### config.mk
export PLATFORM = sky130hd
export DESIGN_NAME = krs_ctrl
export DESIGN_NICKNAME = d
export VERILOG_FILES = /design/src/krs_pkg.sv /design/src/krs_ctrl.sv
export SDC_FILE = /design/constraint.sdc
export NUM_CORES = 1
export LEC_CHECK = 0
export ABC_CLOCK_PERIOD_IN_PS = 1700
export BUFFER_PORTS_ARGS = -buffer_cell sky130_fd_sc_hd__clkbuf_2
export CAP_MARGIN = 15
export CORE_AREA = 2 2 40 42
export DETAILED_ROUTE_END_ITERATION = 7
export DIE_AREA = 0 0 42 44
export PLACE_DENSITY = 0.73
export SETUP_SLACK_MARGIN = 0.5
export SYNTH_ARGS = -nofsm -noshare
export SYNTH_HDL_FRONTEND = slang
export SYNTH_SLANG_ARGS = --single-unit
export TNS_END_PERCENT = 1
### constraint.sdc
create_clock -name clk -period 1.7 [get_ports clk]
set_input_delay 0.085 -clock clk [delete_from_list [all_inputs] [get_ports clk]]
set_output_delay 0.085 -clock clk [all_outputs]
set_load 0.005 [all_outputs]
### src/krs_pkg.sv
// Shared types and constants for the keyed record stack.
// Holds word structs, operation codes and controller/datapath link structs.
// No dependencies.
package krs_pkg;

	localparam int DEPTH   = 64;
	localparam int ADDR_W  = $clog2(DEPTH);
	localparam int CNT_W   = 7;
	localparam int DATA_W  = 32;
	localparam int PADDR_W = 3;
	localparam int PDATA_W = 32;

	localparam logic [CNT_W-1:0] CAP_RESET = CNT_W'(64);
	localparam logic             REG_CAPACITY = 1'b0;

	typedef enum logic [1:0] {
		OP_PUSH   = 2'd0,
		OP_POP    = 2'd1,
		OP_PEEK   = 2'd2,
		OP_REMOVE = 2'd3
	} op_t;

	typedef struct packed {
		op_t                       operation;
		logic signed [DATA_W-1:0]  entry_id;
		logic        [DATA_W-1:0]  entry_payload;
	} req_word_t;

	typedef struct packed {
		logic                      ok;
		logic signed [DATA_W-1:0]  out_id;
		logic        [DATA_W-1:0]  out_payload;
		logic        [CNT_W-1:0]   fill_count;
		logic                      is_empty;
		logic                      is_full;
	} rsp_word_t;

	typedef struct packed {
		logic take;
		logic push;
		logic fail;
		logic rd_top;
		logic hit;
		logic dec_fill;
		logic search_start;
		logic search_next;
		logic shift_rd;
		logic shift_wr;
		logic emit;
	} krs_cmd_t;

	typedef struct packed {
		op_t  op;
		logic empty;
		logic match;
		logic idx_zero;
		logic idx_top;
		logic shift_last;
		logic out_free;
	} krs_sts_t;

endpackage

### src/krs_ctrl.sv
// Controller state machine for the keyed record stack.
// Sequences push, pop/peek, search and shift; drives commands to krs_dpath.
// Depends on krs_pkg.
module krs_ctrl (
	input  logic              clk,
	input  logic              arst_n,
	input  logic              req_valid,
	output logic              req_stall,
	input  krs_pkg::krs_sts_t sts,
	output krs_pkg::krs_cmd_t cmd
);
	import krs_pkg::*;

	typedef enum logic [6:0] {
		S_IDLE   = 7'b0000001,
		S_EXEC   = 7'b0000010,
		S_TOP    = 7'b0000100,
		S_SEARCH = 7'b0001000,
		S_SHRD   = 7'b0010000,
		S_SHWR   = 7'b0100000,
		S_DONE   = 7'b1000000
	} state_t;

	state_t state_q, state_d;

	assign req_stall = (state_q != S_IDLE);

	always_comb begin
		state_d = state_q;
		cmd     = '0;
		case (state_q)
			S_IDLE: begin
				if (req_valid) begin
					cmd.take = 1'b1;
					state_d  = S_EXEC;
				end
			end
			S_EXEC: begin
				case (sts.op)
					OP_PUSH: begin
						cmd.push = 1'b1;
						state_d  = S_DONE;
					end
					OP_POP, OP_PEEK: begin
						if (sts.empty) begin
							cmd.fail = 1'b1;
							state_d  = S_DONE;
						end else begin
							cmd.rd_top = 1'b1;
							state_d    = S_TOP;
						end
					end
					default: begin
						if (sts.empty) begin
							cmd.fail = 1'b1;
							state_d  = S_DONE;
						end else begin
							cmd.search_start = 1'b1;
							state_d          = S_SEARCH;
						end
					end
				endcase
			end
			S_TOP: begin
				cmd.hit      = 1'b1;
				cmd.dec_fill = (sts.op == OP_POP);
				state_d      = S_DONE;
			end
			S_SEARCH: begin
				if (sts.match) begin
					cmd.hit = 1'b1;
					if (sts.idx_top) begin
						cmd.dec_fill = 1'b1;
						state_d      = S_DONE;
					end else begin
						state_d = S_SHRD;
					end
				end else if (sts.idx_zero) begin
					cmd.fail = 1'b1;
					state_d  = S_DONE;
				end else begin
					cmd.search_next = 1'b1;
				end
			end
			S_SHRD: begin
				cmd.shift_rd = 1'b1;
				state_d      = S_SHWR;
			end
			S_SHWR: begin
				cmd.shift_wr = 1'b1;
				if (sts.shift_last) begin
					cmd.dec_fill = 1'b1;
					state_d      = S_DONE;
				end else begin
					state_d = S_SHRD;
				end
			end
			S_DONE: begin
				if (sts.out_free) begin
					cmd.emit = 1'b1;
					state_d  = S_IDLE;
				end
			end
			default: begin
				state_d = S_IDLE;
			end
		endcase
	end

	always_ff @(posedge clk or negedge arst_n) begin
		if (!arst_n) begin
			state_q <= S_IDLE;
		end else begin
			state_q <= state_d;
		end
	end

endmodule

# --- Word level (Yosys, flattened, before mapping) ---
# Cells that the tools add are included.
totals:
  output_inout_bits: 12
  input_bits: 11
  wordCells: 54
  regBits: 7
op_classes:
  reduce_logical: 4
  mux: 36
  n_eq_ne: 13
ops:
  columns: ["cell", "n"]
  rows:
  - ["$mux 7", 8]
  - ["$pmux 7 s7", 1]
  - ["$mux 1", 22]
  - ["$pmux 7 s2", 1]
  - ["$eq 7x1->1 const B", 1]
  - ["$eq 7x2->1 const B", 1]
  - ["$eq 7x3->1 const B", 1]
  - ["$eq 7x4->1 const B", 1]
  - ["$eq 7x5->1 const B", 1]
  - ["$eq 7x6->1 const B", 1]
  - ["$eq 7x7->1 const B", 1]
  - ["$ne 7x1->1 const B", 1]
  - ["$ne 2x2->1 const B", 2]
  - ["$pmux 1 s2", 2]
  - ["$ne 3x3->1 const B", 1]
  - ["$pmux 1 s3", 1]
  - ["$reduce_and 3->1", 1]
  - ["$reduce_or 3->1", 1]
  - ["$eq 2x1->1 const B", 1]
  - ["$eq 2x2->1 const B", 1]
  - ["$logic_not 2->1", 1]
  - ["$mux 2", 1]
  - ["$reduce_or 2->1", 1]

# --- Logic depth before layout (Yosys ltp) ---
logic_depth:
  depth_word: 4
  depth_mapped: 6
  depth_no_buf: 6

# --- Worst setup path before layout ---
# OpenSTA, ideal clock, no wires.
synth_timing:
  path_type: "register to register"
  from: "register state_q[6]"
  to: "register state_q[6]"
  period_less_slack_ps: 1485
  t_arrival_ps: 1365
  setup_time_ps: 120
  path_stages_with_launch: 5
  path_slack_ps: 215
  t_required_ps: 1580
  n_path_buf: 0
  path_cell_list: "dfrtp_1 -> nor4_4 -> nand3_2 -> or3_1 -> a31o_1"
synth_via:
  elab_chain_len: 3
  word_cells_on_any_way: 12
  cone_classes: "eq/ne: 10; mux: 1; reduce/logical: 1"
synth_rtl:
  columns: ["item", "line", "source"]
  rows:
  - ["start, declared", "krs_ctrl.sv:24", "state_t state_q, state_d;"]
  - ["start signal, assigned", "krs_ctrl.sv:114", "state_q <= state_d;"]
  - ["$eq 7x4->1, or another cell as far along", "krs_ctrl.sv:31", "case (state_q)"]
  - ["$ne 3x3->1 (no source line) / $ne 2x2->1 (equally long branches)", null, null]
  - ["$reduce_and 3->1 (no source line)", null, null]
# Several ways; a longest one is shown, not always the timed one.
# A chain may end at the register's enable or synchronous reset.

==> reports/qor.yml <==
firstDrtPassIters: 4
cts_buffers: 3
die_area_sq_mm: 0.00185
grt_pass1_wl_um: 2700
violations: "setup timing"
rows: 14
cp_max_fo: 6
yosysUniqueCellTypes: 33
synthFlopType: "dfrtp_1"
hold_viol: 0
crit_type: "reg2out"
critPathMaxStageDelay_ns: 0.46
port_buffers: 22
ys_warn_count: 0
period_share: 1.01
setup_violations: 1
post-place-ws_ns: 0.121
fin_area_sq_um: 850
drtIter0Drc: 20
clock-root-buffer: "clkbuf_4"
cts_tree: "yes"
ir_drop_uv: 592
synth.avg_cell_area_sq_um: 8.48
dp_cells: 110
drv_cap: 0
drv_slew: 0
clock.fmax_ghz: 0.583
period_needed_ns: 1.71
final_cell_mix: "clkbuf_2, inv_1, nor2_1, dfrtp_2"
path_cells: "nor4_4 -> nand4_1 -> o211ai_1 -> buf_2"
grt_pass1_vias: 603
synth_edf_count: 0
htreeDepth: 1
nets: 117
cp_slowest_cell: "dfrtp_2"
start_util: 0.437
diodes: 0
async_flop_share: 1.00
rsz0062_at_grt: "true"
core_sq_mm: 0.00142
die_w_um: 42
vias: 655
n_fill_cell: 131
ys_ff_latch: 7
via_per_inst: 5.55
layout_commonest_cell: "clkbuf_2"
cts_buffer_depth: 2
seq_area_frac_synth: 0.285
fin_ws_ns: -0.0139
antenna_left: 0
tightest_slew_ns: 0.291
fin_util: 0.599
largest_reg_flops: 7
synth_cells: 73
crit_path_start_kind: "flip-flop"
worstPathArrival_ns: 1.63
powerDensity_mw_per_mm2: 963
top_register: "state_q"
hp-class: "in2reg"
maxSlewHeadroom: 0.805
grt_remaining_overflow: 0
wl_um: 1630
detail_route.wl_per_cell_um: 13.8
reg_top3: "state_q x7"
drive_gt1_frac: 0.431
postPlaceCellArea_sq_um: 741
synth.net_count: 87
final_cells: 118
antenna_found_initial: 0
p_leak_nw: 0.443
cp-end-kind: "primary output"
dp_hpwl_um: 1190
grt_max_degree: 10
grt_usage: 0.202
status: "finished with violations"
worstPathRequired_ns: 1.62
die_h_um: 44
skew_ns: 0.00600
clkLatencyLatePin_ns: 0.26
cts_sinks: 7
area_growth_pct: 37.2
cts.clk_slew.worst_paths_ns: 0.06
drc: 0
syn_area_sq_um: 619
ioPinCount: 23
gp_congestion: 0.797
synth_stat cells, types with 2 or more instances:
master / n / area share
dfrtp_1: 6 / 0.24
nand2_1: 2 / 0.012
and3b_1: 3 / 0.042
xor2_1: 2 / 0.028
o211ai_1: 2 / 0.024
o2111ai_1: 2 / 0.028
ha_1: 3 / 0.061
nand3_1: 2 / 0.016
and3_1: 3 / 0.030
nor2b_1: 3 / 0.030
inv_1: 9 / 0.055
nand4_1: 4 / 0.040
nor2_1: 9 / 0.055
nor3_1: 4 / 0.032
stage by stage:
step	hold slack, ns	total power, mW	setup TNS (ns)
detailed placement	-0.0648	0.605	0
finish	0.0338	0.818	-0.0139
global placement	-0.0656	0.601	0
floorplan	-0.211	0.481	0
CTS	0.0357	0.788	-0.00188
global route	0.0376	0.876	-0.142
worst paths after layout:
path                            cells past startpoint  startpoint  slack (ns)         end
worst max-delay path                                4  state_q[6]       -0.01      cmd[5]
worst min-delay path                                2      sts[1]        0.03  state_q[4]
worst max register to register                      4  state_q[6]        0.09  state_q[6]
worst min register to register                      1  state_q[4]        0.66  state_q[5]
max in group asynchronous                           2      arst_n        1.26  state_q[0]
min in group asynchronous                           2      arst_n        0.19  state_q[5]
power breakdown:
group | total (mW) | internal (mW) | switching [mW]
Clock | 0.158 | 0.0900 | 0.0676
Combinational | 0.376 | 0.190 | 0.186
Sequential | 0.285 | 0.208 | 0.0767
Total | 0.818 | 0.488 | 0.330
logic make-up (layout without fill, tap and decap cells):
group                      after synthesis  in the layout  share of synthesized area
AOI/OAI and AO/OA                       10             10                      0.127
xor gates and xnor gates                 2              2                     0.0283
adders and majority gates                3              3                     0.0606
buffers and inverters                   11             40                     0.0808
DFF                                      7              7                      0.285
and+or+nand+nor                         40             40                      0.418
layer usage:
metal,routed length [um],vias up,part of all wire,global-route usage
met3,90,4,0.055,0.0417
li1,-,323,-,-
met2,830,34,0.51,0.316
met5,0,-,0,0
met1,667,294,0.41,0.253
met4,36,0,0.022,0.135
layout make-up:
| cell class | count | area [sq um] | area share |
|---|---|---|---|
| Multi-Input combinational cell | 55 | 430 | 0.507 |
| Sequential cell | 7 | 183 | 0.215 |
| Timing Repair Buffer | 27 | 156 | 0.184 |
| Inverter | 9 | 33.8 | 0.0398 |
| Clock buffer | 4 | 26.3 | 0.0309 |
| Tap cell | 16 | 20.0 | 0.0236 |
worst max-delay path: cells and delay by family, from the launching register on:
kind,cells,cell delay [ns]
AO/OA/AOI/OAI,1,0.20
buffers and inverters,1,0.13
flip-flops,1,0.46
AND/OR/NAND/NOR,2,0.57
timing repair:
item | 4_1_cts | 5_1_grt
setup buffers | 2 | 1
resized for setup | 7 | 8
pin swaps | 13 | 11
hold endpoints to repair | 7 | 0
endpoints found under the setup margin | 18 | 18
hold buffers | 1 | 0
Power figures use the tool's default switching activity.
