==> src/krs_pkg.sv <==
// Shared types and constants for the keyed record stack.
// Holds word structs, operation codes and controller/datapath link structs.
// No dependencies.
package krs_pkg;

	localparam int DEPTH   = 64;
	localparam int ADDR_W  = $clog2(DEPTH);
	localparam int CNT_W   = 7;
	localparam int DATA_W  = 32;
	localparam int PADDR_W = 3;
	localparam int PDATA_W = 32;

	localparam logic [CNT_W-1:0] CAP_RESET = CNT_W'(64);
	localparam logic             REG_CAPACITY = 1'b0;

	typedef enum logic [1:0] {
		OP_PUSH   = 2'd0,
		OP_POP    = 2'd1,
		OP_PEEK   = 2'd2,
		OP_REMOVE = 2'd3
	} op_t;

	typedef struct packed {
		op_t                       operation;
		logic signed [DATA_W-1:0]  entry_id;
		logic        [DATA_W-1:0]  entry_payload;
	} req_word_t;

	typedef struct packed {
		logic                      ok;
		logic signed [DATA_W-1:0]  out_id;
		logic        [DATA_W-1:0]  out_payload;
		logic        [CNT_W-1:0]   fill_count;
		logic                      is_empty;
		logic                      is_full;
	} rsp_word_t;

	typedef struct packed {
		logic take;
		logic push;
		logic fail;
		logic rd_top;
		logic hit;
		logic dec_fill;
		logic search_start;
		logic search_next;
		logic shift_rd;
		logic shift_wr;
		logic emit;
	} krs_cmd_t;

	typedef struct packed {
		op_t  op;
		logic empty;
		logic match;
		logic idx_zero;
		logic idx_top;
		logic shift_last;
		logic out_free;
	} krs_sts_t;

endpackage

==> src/krs_dpath.sv <==
// Datapath for the keyed record stack: record memory, fill count,
// search index, item and result registers. Acts on krs_ctrl commands.
// Depends on krs_pkg.
module krs_dpath (
	input  logic                     clk,
	input  logic                     arst_n,
	input  krs_pkg::req_word_t       req,
	input  logic [krs_pkg::CNT_W-1:0] capacity,
	input  logic                     rsp_stall,
	output logic                     rsp_valid,
	output krs_pkg::rsp_word_t       rsp,
	input  krs_pkg::krs_cmd_t        cmd,
	output krs_pkg::krs_sts_t        sts
);
	import krs_pkg::*;

	localparam logic [CNT_W-1:0] DEPTH_CNT = CNT_W'(DEPTH);

	logic [2*DATA_W-1:0] mem_q [DEPTH];
	logic [2*DATA_W-1:0] rd_data_q;

	op_t                 op_q;
	logic [DATA_W-1:0]   key_q;
	logic [DATA_W-1:0]   pay_q;
	logic [CNT_W-1:0]    fill_q;
	logic [ADDR_W-1:0]   idx_q;
	logic                ok_q;
	logic [DATA_W-1:0]   rid_q;
	logic [DATA_W-1:0]   rpay_q;
	logic                rsp_valid_q;
	rsp_word_t           rsp_q;

	logic [CNT_W-1:0]    eff_cap;
	logic                push_ok;
	logic [ADDR_W-1:0]   top_addr;
	logic [ADDR_W-1:0]   rd_addr;
	logic                rd_en;
	logic                wr_en;
	logic [ADDR_W-1:0]   wr_addr;
	logic [2*DATA_W-1:0] wr_data;

	assign eff_cap  = (capacity > DEPTH_CNT) ? DEPTH_CNT : capacity;
	assign push_ok  = (fill_q < eff_cap);
	assign top_addr = ADDR_W'(fill_q - CNT_W'(1));

	always_comb begin
		rd_addr = top_addr;
		if (cmd.search_next) begin
			rd_addr = idx_q - ADDR_W'(1);
		end else if (cmd.shift_rd) begin
			rd_addr = idx_q + ADDR_W'(1);
		end
	end

	assign rd_en = cmd.rd_top | cmd.search_start | cmd.search_next | cmd.shift_rd;

	assign wr_en   = (cmd.push & push_ok) | cmd.shift_wr;
	assign wr_addr = cmd.shift_wr ? idx_q : ADDR_W'(fill_q);
	assign wr_data = cmd.shift_wr ? rd_data_q : {key_q, pay_q};

	// record memory: one write port, one registered read port
	always_ff @(posedge clk) begin
		if (wr_en) begin
			mem_q[wr_addr] <= wr_data;
		end
		if (rd_en) begin
			rd_data_q <= mem_q[rd_addr];
		end
	end

	always_ff @(posedge clk) begin
		if (cmd.take) begin
			op_q  <= req.operation;
			key_q <= req.entry_id;
			pay_q <= req.entry_payload;
		end
		if (cmd.search_start) begin
			idx_q <= top_addr;
		end else if (cmd.search_next) begin
			idx_q <= idx_q - ADDR_W'(1);
		end else if (cmd.shift_wr) begin
			idx_q <= idx_q + ADDR_W'(1);
		end
		if (cmd.push) begin
			ok_q   <= push_ok;
			rid_q  <= '0;
			rpay_q <= '0;
		end else if (cmd.fail) begin
			ok_q   <= 1'b0;
			rid_q  <= '0;
			rpay_q <= '0;
		end else if (cmd.hit) begin
			ok_q   <= 1'b1;
			rid_q  <= rd_data_q[2*DATA_W-1:DATA_W];
			rpay_q <= rd_data_q[DATA_W-1:0];
		end
		if (cmd.emit) begin
			rsp_q.ok          <= ok_q;
			rsp_q.out_id      <= rid_q;
			rsp_q.out_payload <= rpay_q;
			rsp_q.fill_count  <= fill_q;
			rsp_q.is_empty    <= (fill_q == '0);
			rsp_q.is_full     <= (fill_q >= eff_cap);
		end
	end

	always_ff @(posedge clk or negedge arst_n) begin
		if (!arst_n) begin
			fill_q      <= '0;
			rsp_valid_q <= 1'b0;
		end else begin
			if (cmd.push && push_ok) begin
				fill_q <= fill_q + CNT_W'(1);
			end else if (cmd.dec_fill) begin
				fill_q <= fill_q - CNT_W'(1);
			end
			if (cmd.emit) begin
				rsp_valid_q <= 1'b1;
			end else if (!rsp_stall) begin
				rsp_valid_q <= 1'b0;
			end
		end
	end

	assign rsp_valid = rsp_valid_q;
	assign rsp       = rsp_q;

	assign sts.op         = op_q;
	assign sts.empty      = (fill_q == '0);
	assign sts.match      = (rd_data_q[2*DATA_W-1:DATA_W] == key_q);
	assign sts.idx_zero   = (idx_q == '0);
	assign sts.idx_top    = ((CNT_W'(idx_q) + CNT_W'(1)) == fill_q);
	assign sts.shift_last = ((CNT_W'(idx_q) + CNT_W'(2)) == fill_q);
	assign sts.out_free   = !rsp_valid_q || !rsp_stall;

endmodule

==> config.mk <==
export PLATFORM = sky130hd
export DESIGN_NAME = krs_dpath
export DESIGN_NICKNAME = d
export VERILOG_FILES = /design/src/krs_pkg.sv /design/src/krs_dpath.sv
export SDC_FILE = /design/constraint.sdc
export NUM_CORES = 2
export LEC_CHECK = 0
export BUFFER_PORTS_ARGS = -buffer_cell sky130_fd_sc_hd__buf_2
export CAP_MARGIN = 25
export CELL_PAD_IN_SITES_DETAIL_PLACEMENT = 0
export CELL_PAD_IN_SITES_GLOBAL_PLACEMENT = 2
export CORE_UTILIZATION = 25
export CTS_CLUSTER_SIZE = 40
export DETAILED_ROUTE_END_ITERATION = 8
export PLACE_DENSITY = 0.6
export SLEW_MARGIN = 20
export SYNTH_ARGS = -nofsm -noshare
export SYNTH_HDL_FRONTEND = slang
export SYNTH_SLANG_ARGS = --single-unit
==> constraint.sdc <==
create_clock -name clk -period 11.1 [get_ports clk]
set_input_delay 0 -clock clk [delete_from_list [all_inputs] [get_ports clk]]
set_output_delay 0 -clock clk [all_outputs]
set_load 0.01 [all_outputs]
Word-level counts from Yosys, hierarchy flattened

Memories as Yosys holds them, arrays and structs flattened. A register that Yosys moved wholly into a read port is not among the register bits.
Cells that the tools add are included.

Flip-flop bits (word level): 219
Memory bits (read-only): 0
Bits in latches: 0
Memories kept: 1
Word-level logic and storage cells: 61
Memory bits (writable): 4096

Memories:

| memory | depth | width | read ports | clocked after Yosys merged registers in | wr ports | RTL line        | text |
|---|---|---|---|---|---|---|---|
| mem_q  | 64    | 64    | 1          | 1                                       | 1        | krs_dpath.sv:19 | `logic [2*DATA_W-1:0] mem_q [DEPTH];` |

Mux-type cells: 17
Multipliers: 0
Bitwise operators: 5
Shift operators: 0
Reductions and logical operators: 10
Add/sub/neg operators: 6
Order comparisons: 3
Divide/modulo/power cells: 0
Equal/unequal tests: 4

Operator list:

| operator              | count |
|---|---|
| $mux W64              | 1 |
| $mux W6               | 6 |
| $eq A32 B32 Y1        | 1 |
| $mux W7               | 3 |
| $eq A7 B7 Y1          | 2 |
| $add A6 B1 Y7 const B | 1 |
| $add A6 B2 Y7 const B | 1 |
| $add A7 B1 Y7 const B | 1 |
| $ge A7 B7 Y1          | 1 |
| $gt A7 B7 Y1 const B  | 1 |
| $logic_not A7 Y1      | 1 |
| $lt A7 B7 Y1          | 1 |
| $mux W1               | 7 |
| $sub A7 B1 Y7 const B | 1 |
| $add A6 B1 Y6 const B | 1 |
| $logic_not A6 Y1      | 1 |
| $reduce_bool A3 Y1    | 2 |
| $sub A6 B1 Y6 const B | 1 |
| $or A1 B1 Y1          | 4 |
| $logic_not A1 Y1      | 2 |
| $ne A2 B1 Y1 const B  | 1 |
| $reduce_bool A2 Y1    | 1 |
| $reduce_or A2 Y1      | 1 |
| $and A1 B1 Y1         | 1 |
| other kinds (2)       | 2 |

Logic depth before layout (Yosys ltp)

Depth in word-level cells: 7
Gate-level depth with buffers: 17
Gate-level depth less buffers: 10

Worst setup path after synthesis

OpenSTA, ideal clock, no wires.

Path kind: reg2reg
From: reg fill_q[0]
To: mem mem_q[33][0] (netlist name) (enable)
Cell stages (with the launch flop): 11
Clock period less this slack: 7.007 ns
Path buffers: 1
Arrival time: 6.426 ns
Slack: 4.093 ns
Path through: dfrtp_1 buf_4 inv_1 ha_1 inv_1 a21o_1 a21oi_1 o211ai_1 nand2b_1 nand2b_1 a211oi_1

Word-level cells in the longest chain between the ends: 5

Ends and longest elaborated chain:

| what                          | RTL line         | text |
|---|---|---|
| from (decl)                   | krs_dpath.sv:25  | `logic [CNT_W-1:0] fill_q;` |
| from (signal assigned)        | krs_dpath.sv:113 | `fill_q <= fill_q + CNT_W'(1);` |
| from (signal assigned)        | krs_dpath.sv:115 | `fill_q <= fill_q - CNT_W'(1);` |
| $lt A7 B7 Y1                  | krs_dpath.sv:43  | `assign push_ok = (fill_q < eff_cap);` |
| $and A1 B1 Y1                 | krs_dpath.sv:57  | `assign wr_en = (cmd.push & push_ok) \| cmd.shift_wr;` |
| $or A1 B1 Y1                  | krs_dpath.sv:57  |  |
| $mux W1                       | krs_dpath.sv:63  | `if (wr_en) begin` |
| $mux W1 (not written as such) | krs_dpath.sv:64  | `mem_q[wr_addr] <= wr_data;` |
| to (decl)                     | krs_dpath.sv:19  |  |

Several ways; a longest one is shown, not always the timed one.

Worst setup path after layout

From: reg fill_q[4]
To: mem mem_q[15][16] (netlist name) (enable)

The elaborated chain is that of the path after synthesis.

==> flow_summary.json <==
{
  "layout.nets": 13901,
  "timing.clock.skew_ps": 50.5,
  "endpoint_kind": "register",
  "die_y_um": 878,
  "final_layout_size_suffix_gt1_share_pct": 10.0,
  "grt_antenna_before_repair": 46,
  "rsz_0062_raised_after_global_routing": "no",
  "ir_drop_mv": 0.405,
  "final.setup.worst_slack_ps": 4320,
  "placed_instance_area_um2": 205000,
  "final_hold_viol_count": 0,
  "initial_utilization_pct": 25.1,
  "slew-limit-headroom_pct": 20.6,
  "synth_top_cells_by_area": "sky130_fd_sc_hd__edfxtp_1 (67%), sky130_fd_sc_hd__nor3b_1 (3.0%), sky130_fd_sc_hd__nand2_1 (2.8%)",
  "final_area_um2": 221000,
  "maxSlewViolCount": 0,
  "crit_arrival_ps": 7510,
  "port_buffers": 169,
  "numClockSinks": 4379,
  "timing_worst_setup_path_type": "register to register",
  "max_cap_violations": 0,
  "synth_sequential_area_ratio_pct": 68.2,
  "detail_route.wl_per_cell_um": 31.4,
  "viasPerCell": 5.34,
  "yosys_register_bits": 4379,
  "min-delay-path-class": "input pin to register",
  "cts_post_setup_buffers_inserted": 0,
  "power_density_nw_per_um2": 299,
  "fillCellCount": 76809,
  "cts_root_buffer": "sky130_fd_sc_hd__clkbuf_16",
  "placement.setup.worst_slack_ps": 4510,
  "cts_tree": "yes",
  "synthesis.nets": 14056,
  "gr-total-overflow": 0,
  "drt_wl_total_um": 766000,
  "avgSynthCellArea_um2": 13.7,
  "outcome": "completed",
  "clk-insertion-delay-late_ps": 1120,
  "path_clk_slew_ps": 70,
  "route.antenna.remaining_nets": 0,
  "synth-warning-count": 0,
  "num_vias": 130336,
  "first_global_vias": 122574,
  "worstPathMaxFanout": 31,
  "area.growth.synth_to_final_pct": 15.3,
  "gr-usage-all-layers_pct": 19.0,
  "number_of_synthesized_flops_with_an_enable_pin": 4307,
  "setup_violations": 0,
  "chipWidth_um": 878,
  "type_of_origin_of_the_critical_path": "register",
  "detail_route.drc_violations": 0,
  "period_needed_ps": 6780,
  "worst-endpoint-required_ps": 11830,
  "synthDominantCellAreaShare_pct": 67.4,
  "numCtsBuffers": 457,
  "fmaxAchievable_mhz": 147,
  "num_io_pins": 170,
  "timing.final.crit_share_pct": 61.1,
  "postSynth.asyncResetShare_pct": 0.183,
  "synthCells": 13955,
  "detailedRoute.firstIterationViolations": 14639,
  "cts.htree.levels": 5,
  "post_synth_num_cell_types": 66,
  "totalNegativeSetupSlack_ps": 0,
  "max-clock-path-buffers": 4,
  "synth_flop_cell": "sky130_fd_sc_hd__edfxtp_1",
  "core-area_um2": 764000,
  "worst_slew_pin_slew_ps": 1190,
  "grt_start_max_net_pins": 231,
  "synth_area_leader_cell": "sky130_fd_sc_hd__edfxtp_1",
  "synth.cell_area_um2": 192000,
  "hpwl_um": 395000,
  "finalWeightedCongestion": 0.759,
  "grt_pass1_wl_um": 1050000,
  "fp.dieArea_um2": 771000,
  "fp-row-count": 321,
  "leakagePower_uw": 0.0672,
  "drt-pass1-iter-count": 6
}
-- state kept, by name (all words and copies together) (netlist names) --
signal and flops:
rd_data_q 64, rid_q 32, rsp_valid 1, pay_q 32, mem_q 4096, op_q 2
rpay_q 32, key_q 32, rsp 74, fill_q 7, ok_q 1, idx_q 6
-- cell families after synthesis --
family	count (synthesis)	synth area share, %
mux	524	2.78
simple gates	4684	14.5
buf+inv	1423	3.12
fa+ha+maj	14	0.0913
flops	4379	68.2
xor+xnor	61	0.279
compound gates	2870	11.1
-- where the power goes --
| part | switching, µW | leakage (µW) | internal (µW) |
|---|---|---|---|
| sequential | 760 | 0.0398 | 20600 |
| clock | 6930 | 0.00712 | 8550 |
| combinational | 20800 | 0.0203 | 8370 |
| total | 28500 | 0.0672 | 37500 |
-- cell usage after synthesis (all sizes together) (2+ instances only) --
cell type,number
dfrtp,8
ha,14
a31oi,3
a21oi,394
nand2b,778
a311o,386
xor2,44
a32oi,128
nor3,3
nand4,328
a2111oi,257
a41oi,382
a21boi,2
clkbuf,1025
nor3b,769
nand2,1452
o32ai,2
xnor2,17
nor2b,4
dfxtp,64
or2,4
and4,386
a22o,2
nand3b,388
nor4,397
nand3,15
o21ai,527
a211oi,639
buf,387
mux2i,459
mux2,65
a21o,5
and3,2
inv,11
edfxtp,4307
or3,5
nor2,150
o31ai,131
-- repair_timing --
item | 4_1_cts | 5_1_grt
endpoints found under the hold margin | 391 | 0
hold buffers | 173 | 0
resized for setup | 0 | 0
-- cells in the final DEF (no fill, tap or decap), types with 131 or more instances in the layout --
| cell type | n |
|---|---|
| sky130_fd_sc_hd__edfxtp_1 | 4307 |
| sky130_fd_sc_hd__nand2_1 | 1451 |
| sky130_fd_sc_hd__nand2b_1 | 776 |
| sky130_fd_sc_hd__nor3b_1 | 769 |
| sky130_fd_sc_hd__a211oi_1 | 638 |
| sky130_fd_sc_hd__o21ai_0 | 473 |
| sky130_fd_sc_hd__clkbuf_16 | 460 |
| sky130_fd_sc_hd__mux2i_1 | 458 |
| sky130_fd_sc_hd__nor4_1 | 396 |
| sky130_fd_sc_hd__a21oi_1 | 394 |
| sky130_fd_sc_hd__nand3b_1 | 388 |
| sky130_fd_sc_hd__and4_1 | 386 |
| sky130_fd_sc_hd__a311o_1 | 386 |
| sky130_fd_sc_hd__a41oi_1 | 382 |
| sky130_fd_sc_hd__buf_4 | 362 |
| sky130_fd_sc_hd__nand4_1 | 328 |
| sky130_fd_sc_hd__a2111oi_0 | 256 |
| sky130_fd_sc_hd__dlygate4sd3_1 | 172 |
| sky130_fd_sc_hd__buf_2 | 166 |
| sky130_fd_sc_hd__o31ai_1 | 131 |
-- metal layers --
layer,GRT usage (%),routed length (µm),up-vias
li1,-,-,55259
met1,28.5,361000,69322
met2,29.0,337000,4851
met3,2.72,51200,904
met4,4.21,17100,0
met5,0,0,-
-- final timing paths --
| kind | startpoint | end | slack, ps | depth (start not counted) |
|---|---|---|---|---|
| worst min-delay path | cmd[10] | key_q[17]$_DFFE_PP_ | 50 | 2 |
| worst min register to register | rpay_q[14]$_SDFFE_PP0P_ | rsp[23]$_DFFE_PP_ | 430 | 0 |
| max in group asynchronous | arst_n | rsp_valid$_DFFE_PN0P_ | 10170 | 4 |
| worst max register to register | fill_q[4]$_DFFE_PN0P_ | mem_q[15][16]$_DFFE_PP_ | 4320 | 13 |
| min in group asynchronous | arst_n | fill_q[4]$_DFFE_PN0P_ | 510 | 4 |
| worst max-delay path | fill_q[4]$_DFFE_PN0P_ | mem_q[15][16]$_DFFE_PP_ | 4320 | 13 |
-- metrics by stage --
stage	hold slack [ps]	utilization, %	total power, µW	instances
floorplan	-296	-	39600	13955
global placement	-91.3	26.7	50500	23311
detailed placement	-89.7	26.8	50600	23340
CTS	4.30	28.9	66100	24367
global route	49.2	28.9	68800	24370
finish	46.4	28.9	66100	24386
-- final cells by class --
class | instances | area [µm²] | share of cell area, %
Tap cell | 10174 | 12700 | 5.75
Clock buffer | 573 | 12000 | 5.43
Multi-Input combinational cell | 8153 | 55700 | 25.2
Antenna cell | 17 | 42.5 | 0.0192
Inverter | 11 | 48.8 | 0.0221
Timing Repair Buffer | 798 | 7340 | 3.32
Clock inverter | 281 | 2550 | 1.15
Sequential cell | 4379 | 131000 | 59.1
-- worst max-delay path, cell delays in order (launching register included) --
cell and delay, ps:
sky130_fd_sc_hd__dfrtp_1 620, sky130_fd_sc_hd__ha_1 330, sky130_fd_sc_hd__a21o_1 160, sky130_fd_sc_hd__a21o_1 170, sky130_fd_sc_hd__dlygate4sd3_1 550, sky130_fd_sc_hd__a21oi_1 190
sky130_fd_sc_hd__dlygate4sd3_1 600, sky130_fd_sc_hd__o211ai_1 180, sky130_fd_sc_hd__buf_4 230, sky130_fd_sc_hd__o31ai_1 320, sky130_fd_sc_hd__nand2_1 460, sky130_fd_sc_hd__nor2_4 910
sky130_fd_sc_hd__buf_4 750, sky130_fd_sc_hd__buf_4 840
Note: power is estimated with default switching activity, not from simulation.
